File: src/hw/rtl/fqrr_pkg.sv
// ----------------------------------------------------------------------------
// fqrr_pkg
// Shared types and codes for the fair-queue round-robin arbiter.
// ----------------------------------------------------------------------------
package fqrr_pkg;

  typedef enum logic [2:0] {
    OP_ATTACH  = 3'd0,
    OP_DETACH  = 3'd1,
    OP_KILL    = 3'd2,
    OP_REVIVE  = 3'd3,
    OP_RECEIVE = 3'd4,
    OP_PEEK    = 3'd5
  } op_t;

  typedef struct packed {
    logic [2:0]  op;
    logic [3:0]  pipe_id;
    logic [15:0] ready_mask;
  } in_item_t;

  typedef struct packed {
    logic       found;
    logic [3:0] granted_pipe;
    logic       error;
  } out_item_t;

  // Datapath commands, one per cycle
  typedef enum logic [3:0] {
    CMD_NONE,
    CMD_LOAD,
    CMD_SET_ERR,
    CMD_FIND_START,
    CMD_FIND_RD,
    CMD_IDX_INC,
    CMD_PLAN,
    CMD_RD_B,
    CMD_WR_A,
    CMD_WR_B,
    CMD_SCAN_START,
    CMD_SCAN_RD,
    CMD_SCAN_STEP,
    CMD_FINISH
  } cmd_t;

  typedef struct packed {
    logic [2:0] op;
    logic       full;        // slot list holds MAX_PIPES entries
    logic       empty;       // no slots in use
    logic       match;       // slot read back equals the requested id
    logic       idx_last;    // search index is on the last used slot
    logic       idx_active;  // search index lies in the active front
    logic       wr2;         // planned move needs a second write
    logic       scan_done;   // no active slots left to examine
    logic       hit;         // scanned slot's source is ready
  } dp_status_t;

endpackage

File: src/hw/rtl/fqrr_datapath.sv
// ----------------------------------------------------------------------------
// fqrr_datapath
// Slot list memory, counters, cursor and result registers, driven by commands.
// ----------------------------------------------------------------------------
module fqrr_datapath
  import fqrr_pkg::*;
#(
  parameter int MAX_PIPES = 16
) (
  input  logic       clk,
  input  logic       rst_n,
  input  cmd_t       cmd,
  input  in_item_t   in_data,
  output dp_status_t status,
  output out_item_t  out_data
);

  localparam int IW = (MAX_PIPES > 1) ? $clog2(MAX_PIPES) : 1;
  localparam int CW = $clog2(MAX_PIPES + 1);

  logic [3:0]    mem [MAX_PIPES];
  logic [3:0]    rd_data_r;
  logic [IW-1:0] rd_addr;
  logic          rd_en;

  logic [2:0]    op_r;
  logic [3:0]    id_r;
  logic [15:0]   mask_r;
  logic [CW-1:0] slot_count_r;
  logic [CW-1:0] active_count_r;
  logic [IW-1:0] cursor_r;
  logic [IW-1:0] idx_r;
  logic [IW-1:0] a_r;
  logic [IW-1:0] b_r;
  logic          wr2_r;
  logic [CW-1:0] n_r;
  logic          found_r;
  logic [3:0]    granted_r;
  logic          err_r;
  out_item_t     out_r;

  logic [CW-1:0] cursor_inc;
  logic [CW-1:0] idx_inc;
  logic          hit;

  assign cursor_inc = CW'(cursor_r) + CW'(1);
  assign idx_inc    = CW'(idx_r) + CW'(1);
  assign hit        = mask_r[rd_data_r];

  always_comb begin
    rd_en   = 1'b0;
    rd_addr = idx_r;
    unique case (cmd)
      CMD_FIND_RD: begin
        rd_en   = 1'b1;
        rd_addr = idx_r;
      end
      CMD_RD_B: begin
        rd_en   = 1'b1;
        rd_addr = b_r;
      end
      CMD_SCAN_RD: begin
        rd_en   = 1'b1;
        rd_addr = cursor_r;
      end
      default: begin
        rd_en = 1'b0;
      end
    endcase
  end

  always_ff @(posedge clk) begin
    if (rd_en) begin
      rd_data_r <= mem[rd_addr];
    end
    if (cmd == CMD_WR_A) begin
      mem[a_r] <= rd_data_r;
    end else if (cmd == CMD_WR_B) begin
      mem[b_r] <= id_r;
    end
  end

  always_ff @(posedge clk) begin
    if (!rst_n) begin
      slot_count_r   <= '0;
      active_count_r <= '0;
      cursor_r       <= '0;
      op_r           <= '0;
      wr2_r          <= 1'b0;
      found_r        <= 1'b0;
      err_r          <= 1'b0;
      granted_r      <= '0;
    end else begin
      unique case (cmd)
        CMD_LOAD: begin
          op_r      <= in_data.op;
          id_r      <= in_data.pipe_id;
          mask_r    <= in_data.ready_mask;
          found_r   <= 1'b0;
          err_r     <= 1'b0;
          granted_r <= '0;
        end
        CMD_SET_ERR: begin
          err_r <= 1'b1;
        end
        CMD_FIND_START: begin
          idx_r <= '0;
        end
        CMD_IDX_INC: begin
          idx_r <= idx_inc[IW-1:0];
        end
        CMD_PLAN: begin
          // Moves are: slot A takes slot B, then optionally slot B takes the id
          priority if (op_r == OP_ATTACH) begin
            a_r            <= slot_count_r[IW-1:0];
            b_r            <= active_count_r[IW-1:0];
            wr2_r          <= 1'b1;
            slot_count_r   <= slot_count_r + CW'(1);
            active_count_r <= active_count_r + CW'(1);
          end else if (op_r == OP_DETACH) begin
            a_r          <= idx_r;
            b_r          <= IW'(slot_count_r - CW'(1));
            wr2_r        <= 1'b0;
            slot_count_r <= slot_count_r - CW'(1);
            if (CW'(idx_r) < active_count_r) begin
              active_count_r <= active_count_r - CW'(1);
            end
          end else if (op_r == OP_KILL) begin
            a_r            <= idx_r;
            b_r            <= IW'(active_count_r - CW'(1));
            wr2_r          <= 1'b1;
            active_count_r <= active_count_r - CW'(1);
          end else begin
            a_r            <= idx_r;
            b_r            <= active_count_r[IW-1:0];
            wr2_r          <= 1'b1;
            active_count_r <= active_count_r + CW'(1);
          end
        end
        CMD_SCAN_START: begin
          if (CW'(cursor_r) >= active_count_r) begin
            cursor_r <= '0;
          end
          n_r <= active_count_r;
        end
        CMD_SCAN_STEP: begin
          if (hit) begin
            found_r   <= 1'b1;
            granted_r <= rd_data_r;
          end
          // peek leaves the cursor on the ready source
          if (!(hit && op_r == OP_PEEK)) begin
            cursor_r <= (cursor_inc >= active_count_r) ? '0 : cursor_inc[IW-1:0];
          end
          n_r <= n_r - CW'(1);
        end
        CMD_FINISH: begin
          out_r.found        <= found_r;
          out_r.granted_pipe <= granted_r;
          out_r.error        <= err_r;
        end
        default: begin
        end
      endcase
    end
  end

  always_comb begin
    status.op         = op_r;
    status.full       = (slot_count_r == CW'(MAX_PIPES));
    status.empty      = (slot_count_r == '0);
    status.match      = (rd_data_r == id_r);
    status.idx_last   = (idx_inc == slot_count_r);
    status.idx_active = (CW'(idx_r) < active_count_r);
    status.wr2        = wr2_r;
    status.scan_done  = (n_r == '0);
    status.hit        = hit;
  end

  assign out_data = out_r;

endmodule

File: src/hw/rtl/fqrr_ctrl.sv
// ----------------------------------------------------------------------------
// fqrr_ctrl
// Sequencer for the arbiter: decodes the op and steps the datapath.
// ----------------------------------------------------------------------------
module fqrr_ctrl
  import fqrr_pkg::*;
(
  input  logic       clk,
  input  logic       rst_n,
  input  logic       in_valid,
  output logic       in_ready,
  output logic       out_valid,
  input  logic       out_ready,
  input  dp_status_t status,
  output cmd_t       cmd
);

  typedef enum logic [3:0] {
    S_IDLE,
    S_DECODE,
    S_FIND_RD,
    S_FIND_CHK,
    S_MOVE_RD,
    S_MOVE_WR,
    S_MOVE_WR2,
    S_SCAN_RD,
    S_SCAN_CHK,
    S_FINISH
  } state_t;

  state_t state_r, state_nxt;
  logic   out_valid_r, out_valid_nxt;
  logic   out_free;

  assign out_free = !out_valid_r || out_ready;

  always_comb begin
    state_nxt = state_r;
    cmd       = CMD_NONE;
    unique case (state_r)
      S_IDLE: begin
        if (in_valid) begin
          cmd       = CMD_LOAD;
          state_nxt = S_DECODE;
        end
      end
      S_DECODE: begin
        priority if (status.op == OP_ATTACH) begin
          if (status.full) begin
            cmd       = CMD_SET_ERR;
            state_nxt = S_FINISH;
          end else begin
            cmd       = CMD_PLAN;
            state_nxt = S_MOVE_RD;
          end
        end else if (status.op == OP_DETACH || status.op == OP_KILL ||
                     status.op == OP_REVIVE) begin
          if (status.empty) begin
            cmd       = CMD_SET_ERR;
            state_nxt = S_FINISH;
          end else begin
            cmd       = CMD_FIND_START;
            state_nxt = S_FIND_RD;
          end
        end else if (status.op == OP_RECEIVE || status.op == OP_PEEK) begin
          cmd       = CMD_SCAN_START;
          state_nxt = S_SCAN_RD;
        end else begin
          state_nxt = S_FINISH;
        end
      end
      S_FIND_RD: begin
        cmd       = CMD_FIND_RD;
        state_nxt = S_FIND_CHK;
      end
      S_FIND_CHK: begin
        if (status.match) begin
          priority if (status.op == OP_DETACH) begin
            cmd       = CMD_PLAN;
            state_nxt = S_MOVE_RD;
          end else if (status.op == OP_KILL && status.idx_active) begin
            cmd       = CMD_PLAN;
            state_nxt = S_MOVE_RD;
          end else if (status.op == OP_REVIVE && !status.idx_active) begin
            cmd       = CMD_PLAN;
            state_nxt = S_MOVE_RD;
          end else begin
            // already in the requested group: nothing to move
            state_nxt = S_FINISH;
          end
        end else if (status.idx_last) begin
          cmd       = CMD_SET_ERR;
          state_nxt = S_FINISH;
        end else begin
          cmd       = CMD_IDX_INC;
          state_nxt = S_FIND_RD;
        end
      end
      S_MOVE_RD: begin
        cmd       = CMD_RD_B;
        state_nxt = S_MOVE_WR;
      end
      S_MOVE_WR: begin
        cmd       = CMD_WR_A;
        state_nxt = status.wr2 ? S_MOVE_WR2 : S_FINISH;
      end
      S_MOVE_WR2: begin
        cmd       = CMD_WR_B;
        state_nxt = S_FINISH;
      end
      S_SCAN_RD: begin
        if (status.scan_done) begin
          state_nxt = S_FINISH;
        end else begin
          cmd       = CMD_SCAN_RD;
          state_nxt = S_SCAN_CHK;
        end
      end
      S_SCAN_CHK: begin
        cmd       = CMD_SCAN_STEP;
        state_nxt = status.hit ? S_FINISH : S_SCAN_RD;
      end
      S_FINISH: begin
        if (out_free) begin
          cmd       = CMD_FINISH;
          state_nxt = S_IDLE;
        end
      end
      default: begin
        state_nxt = S_IDLE;
      end
    endcase
  end

  always_comb begin
    out_valid_nxt = out_valid_r;
    if (out_valid_r && out_ready) begin
      out_valid_nxt = 1'b0;
    end
    if (cmd == CMD_FINISH) begin
      out_valid_nxt = 1'b1;
    end
  end

  always_ff @(posedge clk) begin
    if (!rst_n) begin
      state_r     <= S_IDLE;
      out_valid_r <= 1'b0;
    end else begin
      state_r     <= state_nxt;
      out_valid_r <= out_valid_nxt;
    end
  end

  assign in_ready  = (state_r == S_IDLE);
  assign out_valid = out_valid_r;

endmodule

File: src/hw/rtl/fair_queue_round_robin_arbiter_top.sv
// Attach plans and moves a slot, or flags an error when the table is full; detach/kill/revive
//   search the slot list slot by slot, then move if needed; receive/peek examine active slots in
//   turn until a ready source is found; undefined ops go straight to the result.
// One op in flight; a new op is taken while the previous result waits in the output register.
//   Synchronous active-low reset empties the slot list and zeroes the cursor; slot memory is
//   not cleared.
// ----------------------------------------------------------------------------
// fair_queue_round_robin_arbiter_top
// Round-robin fair-queue arbiter over an ordered list of source ids.
// ----------------------------------------------------------------------------
module fair_queue_round_robin_arbiter_top
  import fqrr_pkg::*;
#(
  parameter int MAX_PIPES = 16
) (
  input  logic      clk,
  input  logic      rst_n,
  input  logic      in_valid,
  output logic      in_ready,
  input  in_item_t  in_data,
  output logic      out_valid,
  input  logic      out_ready,
  output out_item_t out_data
);

  cmd_t       cmd;
  dp_status_t status;

  fqrr_ctrl u_ctrl (
    .clk       (clk),
    .rst_n     (rst_n),
    .in_valid  (in_valid),
    .in_ready  (in_ready),
    .out_valid (out_valid),
    .out_ready (out_ready),
    .status    (status),
    .cmd       (cmd)
  );

  fqrr_datapath #(
    .MAX_PIPES (MAX_PIPES)
  ) u_datapath (
    .clk      (clk),
    .rst_n    (rst_n),
    .cmd      (cmd),
    .in_data  (in_data),
    .status   (status),
    .out_data (out_data)
  );

endmodule
File: config.mk
export PLATFORM = sky130hd
export DESIGN_NAME = fair_queue_round_robin_arbiter_top
export DESIGN_NICKNAME = d
export VERILOG_FILES = /design/src/hw/rtl/fqrr_pkg.sv /design/src/hw/rtl/fqrr_datapath.sv /design/src/hw/rtl/fqrr_ctrl.sv /design/src/hw/rtl/fair_queue_round_robin_arbiter_top.sv
export SDC_FILE = /design/constraint.sdc
export NUM_CORES = 1
export LEC_CHECK = 0
export BUFFER_PORTS_ARGS = -buffer_cell sky130_fd_sc_hd__buf_2
export CORE_AREA = 2 2 125 127
export CTS_BUF_LIST = sky130_fd_sc_hd__clkbuf_16
export DETAILED_ROUTE_END_ITERATION = 7
export DIE_AREA = 0 0 127 129
export PLACE_DENSITY = 0.72
export SYNTH_ARGS = -nofsm -noshare
export SYNTH_HDL_FRONTEND = slang
export SYNTH_SLANG_ARGS = --single-unit
File: constraint.sdc
create_clock -name clk -period 8.6 [get_ports clk]
set_clock_uncertainty 0.1 [all_clocks]
set_input_delay 1.29 -clock clk [delete_from_list [all_inputs] [get_ports clk]]
set_output_delay 1.29 -clock clk [all_outputs]
set_load 0.01 [all_outputs]
==> results_dict.tcl, run 1 <==
set metrics [dict create \
    yosys_warnings 0 \
    synth.top_cell.area_share_pct 46.8 \
    ys_types 71 \
    critical-path-max-stage-delay_ps 840 \
    drc 0 \
    globalplace.congestion 0.931 \
    cts_tree "yes" \
    cts_made_buffers 17 \
    critPathLaunchType "flip-flop" \
    synthArstFlopShare_pct 0 \
    fin_nets 670 \
    die_x_um 127 \
    tightest_slew_ps 984 \
    syn2layout_area_growth_pct 12.8 \
    worst_slack_ps 4940 \
    cp.buffers_inverters 0 \
    slew_viol_final 0 \
    rr_worst_depth 7 \
    p_leak_nw 2.82 \
    dp_hpwl_mm 11.4 \
    first_pass_iters 5 \
    fin_crit_sh_pct 42.6 \
    seqCellArea_sq_um 3910 \
    hp-class "reg -> reg" \
    fin_area_sq_um 8030 \
    worstPathCellList "ha_1 > xnor2_1 > o211ai_1 > a211oi_1 > o2111a_2 > nand3_1 > nor3_1" \
    port_buffers 34 \
    crit_slowest_cell "nor3_1" \
    coreArea_sq_um 15000 \
    cp-end-kind "flip-flop" \
    num-fill-cells 1249 \
    grt_pass1_wl_mm 25.9 \
    ys_top_cells_by_count "edfxtp_1, nand2_1, nor2_1" \
    fin_crit_ps 3660 \
    setup_tns_ps 0 \
    status "complete, no violations" \
    ios 35 \
    synth_compound_gate_area_share_pct 11.5 \
    syn_inst 590 \
    final_core_util_pct 53.6 \
    crit_path_start "u_datapath.idx_r[0]" \
    worstPathMaxFanout 8 \
    yosysSeqAreaShare_pct 55.0 \
    synth_xor_area_share_pct 2.34 \
    reg2reg_from "u_datapath.idx_r[0]" \
    dpl_cell_area_sq_um 7440 \
    vias 5029 \
    endpoint "u_datapath.a_r[3]" \
    dieArea_sq_um 16400 \
    synth_area_leaders "edfxtp_1, dfxtp_1, mux4_1, ha_1, nand2_1" \
    wire_per_inst_um 19.4 \
    dpl.cell_count 793 \
    cts_root_buf "clkbuf_16" \
    clkLatencyLatePin_ps 430 \
    cts_resized 0 \
    maxSlewHeadroom_pct 33.9 \
    synth_area_per_cell_sq_um 12.1 \
    cts_buffer_depth 2 \
    routed_wl_mm 16.0 \
    die_y_um 129 \
    muxShareOfSynthArea_pct 9.05 \
    regToRegEndpoint "u_datapath.a_r[3]" \
    clock.fmax_mhz 273 \
    antenna_found_initial 0 \
    synth_nets 636 \
    p_total_mw 2.43 \
    postCtsSetupBuffers 0 \
    grt_max_degree 23 \
    grt_pass1_vias 4991 \
    synth_edf_count 111 \
    diodes 0 \
    worstSetupPathType "reg -> reg" \
    synth-seq-cells 140 \
    crit_arrival_ps 3610 \
    path_clk_slew_ps 60 \
    ant_nets 0 \
    synth.most_common_cell "edfxtp_1" \
    synthSimpleGateAreaFrac_pct 16.2 \
    grt-ovfl-total 0 \
    cp.depth 7 \
    layout-drive-gt1-share_pct 15.7 \
    power_density_nw_per_um2 303 \
    cts_num_sinks 140 \
    post-place-ws_ps 4660 \
    peakVddDrop_uv 192 \
    max-cap-violations 0 \
    instances_no_fill 825 \
    worst_hold_slack_ps 328 \
    first_iter_violations 629 \
    synth_top_cell_by_area "edfxtp_1" \
    hold_viol 0 \
    r2r_setup_slack_ps 4940 \
    routed_via_density 6.10 \
    num_rows 45 \
    start_util_pct 47.5 \
    synth_top_family_by_area "simple AND/OR/NAND/NOR gates" \
    multi_input_area_sq_um 3030 \
    grt_util_all_layers_pct 20.8 \
    synthAdderAreaFrac_pct 3.34 \
    cp.required_ps 8550 \
    hold_buffers 0 \
    synth_flop_cell "edfxtp_1" \
    crit_family "simple AND/OR/NAND/NOR gates" \
    rsz0062_at_grt "false" \
    synth_area_sq_um 7120 \
    setup_viol 0 \
    htreeDepth 4 \
]
state kept, by name (all words and copies together) (netlist names):
| signal | cells |
|---|---|
| u_ctrl.out_valid | 1 |
| u_ctrl.state_r | 4 |
| u_datapath.a_r | 4 |
| u_datapath.active_count_r | 5 |
| u_datapath.b_r | 4 |
| u_datapath.cursor_r | 4 |
| u_datapath.err_r | 1 |
| u_datapath.found_r | 1 |
| u_datapath.granted_r | 4 |
| u_datapath.id_r | 4 |
| u_datapath.idx_r | 4 |
| u_datapath.mask_r | 16 |
| u_datapath.mem | 64 |
| u_datapath.n_r | 5 |
| u_datapath.op_r | 3 |
| u_datapath.out_data | 6 |
| u_datapath.rd_data_r | 4 |
| u_datapath.slot_count_r | 5 |
| u_datapath.wr2_r | 1 |
kinds of logic after synthesis:
group	count (synthesis)
and+or+nand+nor	220
AOI/OAI and AO/OA	115
buffers and inverters	42
DFF	140
muxes	35
adders and majority gates	19
xor gates and xnor gates	19
final cells by class:
type                            instances  share of cell area [%]
Multi-Input combinational cell        408                    37.7
Clock inverter                         15                    2.04
Inverter                               20                   0.935
Sequential cell                       140                    48.7
Clock buffer                           17                    5.30
Tap cell                              188                    2.93
Timing Repair Buffer                   37                    2.40
metal layers:
layer | global-route usage (%) | routed length, um | up-vias
met5 | 0 | 0 | -
met4 | 10.1 | 492 | 0
met3 | 5.61 | 1300 | 42
met2 | 32.2 | 7340 | 225
met1 | 27.5 | 6860 | 2433
li1 | - | - | 2329
where the power goes:
| group | switching [mW] | internal, mW |
|---|---|---|
| Sequential | 0.0982 | 0.845 |
| Clock | 0.293 | 0.431 |
| Combinational | 0.473 | 0.295 |
layout by cell type, fill, tap and decap left out, types with 4 or more instances in the layout:
cell type | synthesis | routed
a21o_1 | 4 | 4
a21oi_1 | 22 | 22
a22oi_1 | 14 | 14
a31oi_1 | 8 | 8
and3_1 | 4 | 4
buf_2 | 6 | 34
clkbuf_16 | 0 | 17
clkinvlp_4 | 0 | 4
dfxtp_1 | 29 | 29
edfxtp_1 | 111 | 111
ha_1 | 19 | 19
inv_1 | 20 | 22
inv_6 | 0 | 4
mux2_2 | 5 | 5
mux2i_1 | 10 | 10
mux4_1 | 10 | 10
mux4_2 | 10 | 10
nand2_1 | 61 | 61
nand2b_1 | 10 | 10
nand3_1 | 20 | 20
nand3b_1 | 6 | 6
nand4_1 | 4 | 4
nor2_1 | 51 | 51
nor2b_1 | 11 | 11
nor3_1 | 17 | 17
nor3b_1 | 10 | 10
o211ai_1 | 4 | 4
o21a_1 | 6 | 6
o21ai_0 | 20 | 20
o31ai_1 | 4 | 4
xnor2_1 | 7 | 7
xor2_1 | 12 | 12
worst min-delay path by stage:
stage                     cells after the start                     end               startpoint  slack, ps
after global placement                        0  u_datapath.out_data[4]  u_datapath.granted_r[3]        320
after CTS                                     0  u_datapath.out_data[1]  u_datapath.granted_r[0]        330
after global routing                          0  u_datapath.out_data[5]       u_datapath.found_r        350
after floorplan                               0  u_datapath.out_data[1]  u_datapath.granted_r[0]        310
final                                         0  u_datapath.out_data[1]  u_datapath.granted_r[0]        330
after detailed placement                      0  u_datapath.out_data[1]  u_datapath.granted_r[0]        320
(Power assumes the default switching activity.)
==> run 2: changes to the inputs <==
==> constraint.sdc (replaced) <==
create_clock -name clk -period 3.8 [get_ports clk]
set_clock_uncertainty 0.1 [all_clocks]
set_input_delay 0.57 -clock clk [delete_from_list [all_inputs] [get_ports clk]]
set_output_delay 0.57 -clock clk [all_outputs]
set_load 0.01 [all_outputs]
==> run 2 against run 1 <==
Compared with the run above:
- final area up 0.98%
- sequential share of layout area down 0.47 points
- final cell count up 1.2%
- critical path depth up 1
- via count down 1.0%
- maximum frequency up 9.5%
- power up 130%
- first-iteration DRC count down 24%
- die area unchanged
- register-to-register slack worse by 4500 ps
- largest power group unchanged
==> results_dict.tcl, run 2 (same netlist as run 1, synthesis figures left out) <==
set metrics [dict create \
    largest_reg_flops 64 \
    cts_buffer_depth 2 \
    drc 0 \
    tightest_slew_ps 762 \
    ant_nets 0 \
    start_util_pct 47.5 \
    num_rows 45 \
    post-place-ws_ps 269 \
    grt_pass1_vias 4924 \
    cp-end-kind "flip-flop" \
    port_buffers 34 \
    hp-class "in -> reg" \
    r2r_setup_slack_ps 460 \
    grt_max_degree 23 \
    top_register "u_datapath.mem" \
    cts_made_buffers 17 \
    regToRegEndpoint "u_datapath.mem[15][1]" \
    p_leak_nw 2.88 \
    slew_viol_final 0 \
    ios 35 \
    fin_crit_sh_pct 88.0 \
    cts_num_sinks 140 \
    p_total_mw 5.58 \
    diodes 0 \
    die_y_um 129 \
    final_core_util_pct 54.2 \
    worst_slack_ps 456 \
    coreArea_sq_um 15000 \
    reg2reg_from "u_datapath.idx_r[3]" \
    grt-ovfl-total 0 \
    layout-drive-gt1-share_pct 17.3 \
    wire_per_inst_um 19.7 \
    clock.fmax_mhz 299 \
    globalplace.congestion 0.899 \
    cts_root_buf "clkbuf_16" \
    worstPathMaxFanout 7 \
    postCtsSetupBuffers 0 \
    fin_crit_ps 3340 \
    rsz0062_at_grt "false" \
    worstSetupPathType "reg -> reg" \
    first_pass_iters 6 \
    die_x_um 127 \
    critPathLaunchType "flip-flop" \
    power_density_nw_per_um2 688 \
    status "complete, no violations" \
    routed_wl_mm 16.4 \
    first_iter_violations 479 \
    cts_tree "yes" \
    fin_nets 680 \
    peakVddDrop_uv 340 \
    crit_arrival_ps 3330 \
    rr_worst_depth 8 \
    grt_util_all_layers_pct 21.6 \
    final_cell_mix "edfxtp_1, nand2_1, nor2_1" \
    syn2layout_area_growth_pct 13.9 \
    setup_tns_ps 0 \
    final_common_cell "edfxtp_1" \
    clkLatencyLatePin_ps 430 \
    htreeDepth 4 \
    grt_pass1_wl_mm 26.7 \
    vias 4977 \
    crit_path_start "u_datapath.idx_r[3]" \
    dp_hpwl_mm 11.9 \
    dieArea_sq_um 16400 \
    setup_viol 0 \
    hold_viol 0 \
    cp.required_ps 3780 \
    endpoint "u_datapath.mem[15][1]" \
    routed_via_density 5.96 \
    path_clk_slew_ps 60 \
    min-delay-start "in_data[4]" \
    maxSlewHeadroom_pct 49.1 \
    antenna_found_initial 0 \
    max-cap-violations 0 \
]
## run 2: power breakdown
group          internal (mW)  total, mW  switching [mW]  leakage, nW
logic                  0.699       1.84            1.14         1.34
registers               1.91       2.10           0.188         1.24
clock network          0.977       1.65           0.669        0.293
total                   3.59       5.58            1.99         2.88
## run 2: worst min path at each step
stage          cells after the start  slack, ps                     end
6_report                           1        220    u_datapath.mask_r[4]
4_1_cts                            1        200    u_datapath.mask_r[4]
2_1_floorplan                      0        310  u_datapath.out_data[1]
5_1_grt                            1        200    u_datapath.mask_r[9]
3_5_place_dp                       0        320  u_datapath.out_data[1]
3_3_place_gp                       0        320  u_datapath.out_data[5]
## run 2: layer usage
metal | global-route usage (%) | vias up | wire length, um
li1 | - | 2358 | -
met1 | 28.8 | 2367 | 7050
met2 | 32.9 | 225 | 7510
met3 | 6.99 | 27 | 1480
met4 | 8.73 | 0 | 376
met5 | 0 | - | 0
## run 2: final cells by class
class / count / area, sq um
clock inverter: 15 / 163
timing repair buffer: 47 / 268
fill: 1268 / 6870
clock buffer: 17 / 425
tap: 188 / 235
inverter: 20 / 75.1
sequential: 140 / 3910
multi-input combinational: 408 / 3030
## run 2: repair_timing
item / CTS / global route
resized for setup: 0 / 1
hold buffers: 0 / 0
setup endpoints to repair: 0 / 4
## run 2: metrics by stage
step | area (sq um) | std cells | hold slack (ps)
final | 8110 | 835 | 216
after global routing | 8110 | 835 | 199
after CTS | 8110 | 835 | 197
after detailed placement | 7520 | 803 | 322
after global placement | 7520 | 803 | 317
after floorplan | 7120 | 590 | 308
## run 2: worst max-delay path: stages (launching register included)
cell and delay (ps):
edfxtp_1 520, ha_1 300, nor2b_1 140, a2111oi_0 410
a221o_1 300, a21oi_1 150, nor3_2 340, nand4_1 330
nor2_1 410
